==> src/hw/rtl/rfp_pkg.sv <==
`timescale 1ns / 1ps
// ----------------------------------------------------------------------------
// rfp_pkg
// Shared types and constants of the rangefinder frame parser.
// ----------------------------------------------------------------------------
package rfp_pkg;

	localparam logic [7:0]  SYNC_BYTE    = 8'hFB;
	localparam logic [7:0]  MEASURE_CODE = 8'h03;
	localparam logic [15:0] OPEN_SPACE   = 16'hFFFF;
	localparam logic [3:0]  LAST_POS     = 4'd8;
	localparam logic [3:0]  POS_CODE     = 4'd1;
	localparam logic [3:0]  POS_DIST_LO  = 4'd6;
	localparam logic [3:0]  POS_DIST_HI  = 4'd7;
	localparam logic [3:0]  POS_HUNT     = 4'd0;

	localparam int LIMIT_W = 4;
	localparam int SCALE_W = 10;
	localparam int MM_W    = 26;
	localparam int CFG_IDX_W = 1;

	localparam logic [LIMIT_W-1:0] FAIL_LIMIT_RST = 4'd5;
	localparam logic [SCALE_W-1:0] SCALE_RST      = 10'd100;

	typedef enum logic [CFG_IDX_W-1:0] {
		REG_FAIL_LIMIT     = 1'b0,
		REG_DISTANCE_SCALE = 1'b1
	} cfg_reg_t;

	typedef enum logic [2:0] {
		STS_DISTANCE    = 3'd0,
		STS_NO_OBJECT   = 3'd1,
		STS_OPEN_SPACE  = 3'd2,
		STS_OTHER       = 3'd3,
		STS_CSUM_ERR    = 3'd4,
		STS_CSUM_REOPEN = 3'd5
	} status_t;

	// finished frame handed from the framer to the result stage
	typedef struct packed {
		logic        valid;
		status_t     status;
		logic [7:0]  code;
		logic [15:0] raw;
	} frame_rec_t;

endpackage

==> src/hw/rtl/rfp_framer.sv <==
`timescale 1ns / 1ps
// ----------------------------------------------------------------------------
// rfp_framer
// Sync hunt, byte capture, checksum check and failure counting; registers
// one record per completed frame.
// ----------------------------------------------------------------------------
module rfp_framer (
	input  logic                        clk,
	input  logic                        arst_n,
	input  logic                        accept,
	input  logic [7:0]                  rx_byte,
	input  logic [rfp_pkg::LIMIT_W-1:0] fail_limit,
	input  logic                        advance,
	output rfp_pkg::frame_rec_t         rec_s1
);
	import rfp_pkg::*;

	logic [3:0]         pos_q, pos_d;
	logic [7:0]         sum_q, sum_d;
	logic [7:0]         code_q, code_d;
	logic [7:0]         dlo_q, dlo_d;
	logic [7:0]         dhi_q, dhi_d;
	logic [LIMIT_W-1:0] fail_q, fail_d;
	logic               done;
	status_t            status_n;
	logic [LIMIT_W:0]   fail_next;
	logic [15:0]        raw;
	logic               rec_valid_s1;
	status_t            rec_status_s1;
	logic [7:0]         rec_code_s1;
	logic [15:0]        rec_raw_s1;

	assign raw       = {dhi_q, dlo_q};
	assign fail_next = {1'b0, fail_q} + {{LIMIT_W{1'b0}}, 1'b1};

	assign rec_s1 = '{valid: rec_valid_s1, status: rec_status_s1, code: rec_code_s1,
	                  raw: rec_raw_s1};

	always_comb begin
		pos_d    = pos_q;
		sum_d    = sum_q;
		code_d   = code_q;
		dlo_d    = dlo_q;
		dhi_d    = dhi_q;
		fail_d   = fail_q;
		done     = 1'b0;
		status_n = STS_OTHER;
		if (accept) begin
			if (pos_q == POS_HUNT || pos_q > LAST_POS) begin
				// drop everything but sync while hunting
				if (rx_byte == SYNC_BYTE) begin
					sum_d = rx_byte;
					pos_d = POS_CODE;
				end else begin
					pos_d = POS_HUNT;
				end
			end else if (pos_q < LAST_POS) begin
				if (pos_q == POS_CODE)
					code_d = rx_byte;
				if (pos_q == POS_DIST_LO)
					dlo_d = rx_byte;
				if (pos_q == POS_DIST_HI)
					dhi_d = rx_byte;
				sum_d = sum_q + rx_byte;
				pos_d = pos_q + 4'd1;
			end else begin
				pos_d = POS_HUNT;
				done  = 1'b1;
				if (sum_q != rx_byte) begin
					if (fail_next > {1'b0, fail_limit}) begin
						fail_d   = '0;
						status_n = STS_CSUM_REOPEN;
					end else begin
						fail_d   = fail_next[LIMIT_W-1:0];
						status_n = STS_CSUM_ERR;
					end
				end else begin
					fail_d = '0;
					if (code_q != MEASURE_CODE)
						status_n = STS_OTHER;
					else if (raw == 16'd0)
						status_n = STS_NO_OBJECT;
					else if (raw == OPEN_SPACE)
						status_n = STS_OPEN_SPACE;
					else
						status_n = STS_DISTANCE;
				end
			end
		end
	end

	always_ff @(posedge clk or negedge arst_n) begin
		if (!arst_n) begin
			pos_q  <= POS_HUNT;
			sum_q  <= '0;
			code_q <= '0;
			dlo_q  <= '0;
			dhi_q  <= '0;
			fail_q <= '0;
			rec_valid_s1 <= 1'b0;
		end else begin
			pos_q  <= pos_d;
			sum_q  <= sum_d;
			code_q <= code_d;
			dlo_q  <= dlo_d;
			dhi_q  <= dhi_d;
			fail_q <= fail_d;
			// hold the record while the result stage is stalled
			if (advance || !rec_valid_s1)
				rec_valid_s1 <= done;
		end
	end

	always_ff @(posedge clk) begin
		if (done) begin
			rec_status_s1 <= status_n;
			rec_code_s1   <= code_q;
			rec_raw_s1    <= raw;
		end
	end

endmodule

==> src/hw/rtl/rfp_result.sv <==
`timescale 1ns / 1ps
// ----------------------------------------------------------------------------
// rfp_result
// Scales the raw distance and holds the result beat for the output channel.
// ----------------------------------------------------------------------------
module rfp_result (
	input  logic                        clk,
	input  logic                        arst_n,
	input  rfp_pkg::frame_rec_t         rec_s1,
	input  logic [rfp_pkg::SCALE_W-1:0] distance_scale,
	output logic                        advance,
	output logic                        out_valid,
	input  logic                        out_stall,
	output logic [2:0]                  frame_status,
	output logic [rfp_pkg::MM_W-1:0]    distance_mm,
	output logic [7:0]                  message_code
);
	import rfp_pkg::*;

	logic            valid_q;
	status_t         status_q;
	logic [MM_W-1:0] mm_q;
	logic [7:0]      code_q;
	logic [MM_W-1:0] mm_n;

	assign advance = !valid_q || !out_stall;
	assign mm_n    = (rec_s1.status == STS_DISTANCE) ?
	                 MM_W'(rec_s1.raw * distance_scale) : '0;

	always_ff @(posedge clk or negedge arst_n) begin
		if (!arst_n)
			valid_q <= 1'b0;
		else if (advance)
			valid_q <= rec_s1.valid;
	end

	always_ff @(posedge clk) begin
		if (advance && rec_s1.valid) begin
			status_q <= rec_s1.status;
			mm_q     <= mm_n;
			code_q   <= rec_s1.code;
		end
	end

	assign out_valid    = valid_q;
	assign frame_status = status_q;
	assign distance_mm  = mm_q;
	assign message_code = code_q;

endmodule

==> src/hw/rtl/rangefinder_frame_parser_core.sv <==
`timescale 1ns / 1ps
// ----------------------------------------------------------------------------
// rangefinder_frame_parser_core
// Parses 9-byte rangefinder frames from a stream of received bytes and
// reports one result beat per completed frame.
// ----------------------------------------------------------------------------
//  channel | handshake             | payload
//  in      | in_valid / in_stall   | rx_byte
//  out     | out_valid / out_stall | frame_status, distance_mm, message_code
//  cfg     | cfg_valid / cfg_ready | cfg_index, cfg_data
//
// One byte is taken every cycle that in_valid is high and in_stall is low; a
// frame's result passes from its checksum byte through the framer record and
// then the multiply and output register. in_stall rises only while a finished record waits behind
// a stalled output beat. Reset clears framing state, failure count and
// valids, and loads fail_limit 5 and distance_scale 100. cfg_ready is always
// high.
module rangefinder_frame_parser_core (
	input  logic                          clk,
	input  logic                          arst_n,
	input  logic                          in_valid,
	output logic                          in_stall,
	input  logic [7:0]                    rx_byte,
	output logic                          out_valid,
	input  logic                          out_stall,
	output logic [2:0]                    frame_status,
	output logic [rfp_pkg::MM_W-1:0]      distance_mm,
	output logic [7:0]                    message_code,
	input  logic                          cfg_valid,
	output logic                          cfg_ready,
	input  logic [rfp_pkg::CFG_IDX_W-1:0] cfg_index,
	input  logic [rfp_pkg::SCALE_W-1:0]   cfg_data
);
	import rfp_pkg::*;

	logic [LIMIT_W-1:0] fail_limit_q;
	logic [SCALE_W-1:0] distance_scale_q;
	frame_rec_t         rec_s1;
	logic               advance;
	logic               accept;

	assign cfg_ready = 1'b1;

	always_ff @(posedge clk or negedge arst_n) begin
		if (!arst_n) begin
			fail_limit_q     <= FAIL_LIMIT_RST;
			distance_scale_q <= SCALE_RST;
		end else if (cfg_valid && cfg_ready) begin
			case (cfg_reg_t'(cfg_index))
				REG_FAIL_LIMIT:     fail_limit_q     <= cfg_data[LIMIT_W-1:0];
				REG_DISTANCE_SCALE: distance_scale_q <= cfg_data;
				default: ;
			endcase
		end
	end

	assign in_stall = rec_s1.valid && !advance;
	assign accept   = in_valid && !in_stall;

	rfp_framer u_framer (
		.clk        (clk),
		.arst_n     (arst_n),
		.accept     (accept),
		.rx_byte    (rx_byte),
		.fail_limit (fail_limit_q),
		.advance    (advance),
		.rec_s1     (rec_s1)
	);

	rfp_result u_result (
		.clk            (clk),
		.arst_n         (arst_n),
		.rec_s1         (rec_s1),
		.distance_scale (distance_scale_q),
		.advance        (advance),
		.out_valid      (out_valid),
		.out_stall      (out_stall),
		.frame_status   (frame_status),
		.distance_mm    (distance_mm),
		.message_code   (message_code)
	);

	a_stall_only_when_blocked: assert property (@(posedge clk) disable iff (!arst_n)
		in_stall |-> (out_valid && out_stall && rec_s1.valid))
		else $error("input stalled without a blocked record");

	a_status_range: assert property (@(posedge clk) disable iff (!arst_n)
		out_valid |-> (frame_status <= STS_CSUM_REOPEN))
		else $error("frame status out of range");

	a_mm_zero_unless_distance: assert property (@(posedge clk) disable iff (!arst_n)
		(out_valid && frame_status != STS_DISTANCE) |-> (distance_mm == '0))
		else $error("distance nonzero for non-distance status");

	a_record_held: assert property (@(posedge clk) disable iff (!arst_n)
		(rec_s1.valid && !advance) |=> (rec_s1.valid && $stable(rec_s1)))
		else $error("pending frame record lost or changed");

endmodule

==> config.mk <==
export PLATFORM = sky130hd
export DESIGN_NAME = rangefinder_frame_parser_core
export DESIGN_NICKNAME = d
export VERILOG_FILES = /design/src/hw/rtl/rfp_pkg.sv /design/src/hw/rtl/rfp_framer.sv /design/src/hw/rtl/rfp_result.sv /design/src/hw/rtl/rangefinder_frame_parser_core.sv
export SDC_FILE = /design/constraint.sdc
export NUM_CORES = 1
export LEC_CHECK = 0
export CORE_AREA = 2 2 129 131
export DETAILED_ROUTE_END_ITERATION = 16
export DIE_AREA = 0 0 131 133
export DONT_BUFFER_PORTS = 1
export PLACE_DENSITY_LB_ADDON = 0.08
export SLEW_MARGIN = 20
export SYNTH_ARGS = -nofsm -noshare
export SYNTH_HDL_FRONTEND = slang
export SYNTH_HIERARCHICAL = 1
export SYNTH_SLANG_ARGS = --single-unit
==> constraint.sdc <==
create_clock -name clk -period 8.2 [get_ports clk]
set_clock_uncertainty 0.05 [all_clocks]
set_input_delay 1.23 -clock clk [delete_from_list [all_inputs] [get_ports clk]]
set_output_delay 1.23 -clock clk [all_outputs]
set_load 0.05 [all_outputs]
==> results.txt <==
The number of rows in the core area is 47. The quantity of hold-fixing buffers added after cts is 0. The last weighted congestion value of the routability-driven placer came out at 0.8553. In this run the most critical hold path is launched from u_framer/rec_code_s1[2]. The maximum buffer depth of the clock tree came out at 2.

The share of layout cells above drive strength 1 came out at 9.499%. The full die area is ~17000 sq um. Setup repair after global routing left no endpoint under its margin. The sink count of the clock tree is 120. The destination of the worst hold path is u_result/message_code[2]. The share of the clock period used by the worst path after layout is 67.67%.

The HPWL reported at the end of detailed placement came out at approximately 16000 microns. The final critical delay including setup and external delays came out at between 5 and 6 ns. The total global routing track utilization is 26.86%. The number of hold-slack violations in the final timing report is 0. The endpoint of the worst-slack reg-to-reg timing path is u_result/distance_mm[20]. The most used flip-flop cell after synthesis is sky130_fd_sc_hd__edfxtp_1. The total setup violations reported at the end of the flow came out at 0. The initial antenna violation count came to 0.

After synthesis, the largest area contributor takes up 21.55% of total cell area. The number of port buffers is 0. The root buffer cell chosen for the clock tree is sky130_fd_sc_hd__clkbuf_16.

In the post-synthesis netlist, the cell with the most instances is sky130_fd_sc_hd__inv_1. Across the run, the number of max-cap violations was 0. The starting DRC count in detailed routing is approximately 240. The number of instances resized during post-cts repair came out at 0. The run finished with clean final reports.

The total nets after synthesis is 1201. The height of the die came out at 133 microns. The number of antenna diodes in the final layout is 0. The area added between synthesis and finish came out at 6.711%. The final-stage net count came out at 1178. The critical path class is register to register. Yosys mapped a number of flops with a built-in enable equal to 64.

The cell count after synthesis came out at 989. The setup fix buffers added after clock tree synthesis came out at 0. The worst register-to-register path begins at distance_scale_q[1]. The count of state elements after synthesis is 120. The final route contains about 6900 vias.

The hold path depth came out at 0. The post-route setup TNS is 0 ns. The register clock-pin slew on the reported worst setup and hold paths came out at 0.06 ns. The first detailed-routing pass took 5 iterations.

By area the synthesized netlist is led by sky130_fd_sc_hd__fa_1, sky130_fd_sc_hd__edfxtp_1, sky130_fd_sc_hd__dfrtp_1. The tightest min-delay check is of the register to register type. Cells fill 68.04% of the core in the end. For this run the aggregate overflow at the end of global routing stands at 0. The starting density of the core is 63.76%. The detailed-route vias per instance is 5.756. The source-to-sink clock delay at the later pin of the worst-skew pair came out at 0.43 ns. The share of flip-flops with an asynchronous set or reset is roughly 47%. The routed length per placed instance came out at 17.73 microns. The worst register-to-register path has a setup slack of 2.65 ns.

The maximum number of pins on one net before global-route repair is 57. For the worst setup path, the data arrival time is 5.64 ns. Of all cell types, the one taking the most synthesized area is sky130_fd_sc_hd__fa_1. STA classifies the critical path startpoint as a register.

The beginning of the critical path is distance_scale_q[1]. The number of H-tree levels came out at 4. TritonCTS built the clock tree. The worst setup path is captured at a register.

The final routed DRC violation total is 0. The number of inserted filler cells in the final layout is around 1200. The data required time at the worst endpoint is 8.29 ns. The number of clock buffers inserted by TritonCTS is 17.

The die width came out at 131 microns. Of all nets on the critical path, the largest fanout is 17. Counting cells, the worst reg-to-reg path comes to 16. The headroom to the max-slew limit came out at between 20% and 30%. After synthesis, the mean cell area works out to 10.43 sq um.

Yosys mapped the design onto 70 distinct sky130hd cell types. The first-pass GRT wire length is 35780 microns. Pin placement for this block handled 64 I/O pins. The final-report max-slew violation count is 0. The portion of the post-synthesis area used by sequential elements came out at between 30% and 40%.

The transition time of the tightest slew-check pin is 1.074 ns. Summed over all layers, the routed wires come to 21260 microns. For this run, the top clock speed supported by timing is between 150 and 200 MHz. During synthesis, Yosys emitted a total of 6 warnings.

By count the netlist is led by sky130_fd_sc_hd__inv_1, sky130_fd_sc_hd__nand2_1, sky130_fd_sc_hd__fa_1. The count of nets left with antenna violations once routing finished came out at 0. The core area came out at 16170 sq um.

The via count of the first global-routing pass was between 7000 and 8000. Summing every instance area after synthesis gives 10310 sq um.
registers in the layout, summed over array words and instances (netlist names):
register,count
u_framer/rec_valid_s1,1
u_framer/fail_q,4
u_framer/rec_status_s1,3
fail_limit_q,4
u_result/message_code,8
u_framer/rec_raw_s1,16
distance_scale_q,10
u_result/out_valid,1
u_framer/rec_code_s1,8
u_result/frame_status,3
u_result/distance_mm,26
u_framer/dlo_q,8
u_framer/sum_q,8
u_framer/code_q,8
u_framer/dhi_q,8
u_framer/pos_q,4
cells in the final DEF, fill, tap and decap left out, drive strengths merged, types with 16 or more instances in the layout:
| cell type | instances |
|---|---|
| inv | 145 |
| nand2 | 125 |
| fa | 111 |
| and2 | 80 |
| ha | 77 |
| edfxtp | 64 |
| dfrtp | 51 |
| mux2 | 36 |
| a21oi | 32 |
| o21ai | 31 |
| nor2 | 29 |
| clkbuf | 17 |
| nand3 | 16 |
| a21o | 16 |
critical path, cell delays in order, from the launching register on:
cell                       delay, ns
sky130_fd_sc_hd__dfrtp_1        0.71
sky130_fd_sc_hd__nand2_1        0.17
sky130_fd_sc_hd__fa_1           0.56
sky130_fd_sc_hd__inv_1          0.05
sky130_fd_sc_hd__fa_1           0.48
sky130_fd_sc_hd__fa_1           0.50
sky130_fd_sc_hd__fa_1           0.49
sky130_fd_sc_hd__inv_1          0.05
sky130_fd_sc_hd__fa_1           0.47
sky130_fd_sc_hd__inv_1          0.04
sky130_fd_sc_hd__ha_1           0.36
sky130_fd_sc_hd__a21o_1         0.23
sky130_fd_sc_hd__a21oi_1        0.32
sky130_fd_sc_hd__o221ai_1       0.19
sky130_fd_sc_hd__o21ai_1        0.36
sky130_fd_sc_hd__a21o_1         0.17
sky130_fd_sc_hd__a21oi_1        0.06
per-stage QoR:
| step | hold WS [ns] | setup slack (ns) | area [sq um] | cells |
|---|---|---|---|---|
| after floorplan | 0.3503 | 3.029 | 10310 | 989 |
| after global placement | 0.3540 | 2.684 | 10400 | 1167 |
| after detailed placement | 0.3562 | 2.674 | 10400 | 1167 |
| after CTS | 0.3702 | 2.663 | 11000 | 1199 |
| after global routing | 0.3845 | 2.326 | 11000 | 1199 |
| final | 0.3684 | 2.651 | 11000 | 1199 |
layer usage:
layer | share of wire, % | wire length, microns | GRT usage [%]
met5 | 0 | 0 | 0
met4 | 2.0 | 417 | 8.511
met3 | 5.1 | 1082 | 5.580
met2 | 50 | 10650 | 44.16
met1 | 43 | 9109 | 35.81
cell families (layout without fill, tap and decap cells):
logic type / after synthesis / after routing / share of synthesized area [%]
other cells: 1 / 1 / 0.03637
buf+inv: 179 / 169 / 6.832
compound gates: 116 / 116 / 7.657
simple gates: 324 / 324 / 16.05
xor+xnor: 20 / 20 / 1.699
flops: 120 / 120 / 32.29
fa+ha+maj: 189 / 189 / 31.00
mux: 40 / 40 / 4.429
how the worst max path moves through the flow:
stage / endpoint / slack, ns / cells past startpoint
2_1_floorplan: u_result/distance_mm[19] / 3.03 / 17
3_3_place_gp: u_result/distance_mm[20] / 2.68 / 16
3_5_place_dp: u_result/distance_mm[20] / 2.67 / 16
4_1_cts: u_result/distance_mm[20] / 2.66 / 16
5_1_grt: u_result/distance_mm[20] / 2.33 / 16
6_report: u_result/distance_mm[20] / 2.65 / 16
cell type report:
cell class	count	area, sq um	area share [%]
multi-input combinational	690	6279	57.06
clock buffer	17	425.4	3.866
timing repair buffer	1	7.507	0.06823
sequential	120	3329	30.26
inverter	136	510.5	4.640
clock inverter	15	176.4	1.603
tap	220	275.3	2.502
Power is not shown: default switching activity piles up to over one toggle a cycle in this logic, so the estimate is an artifact.
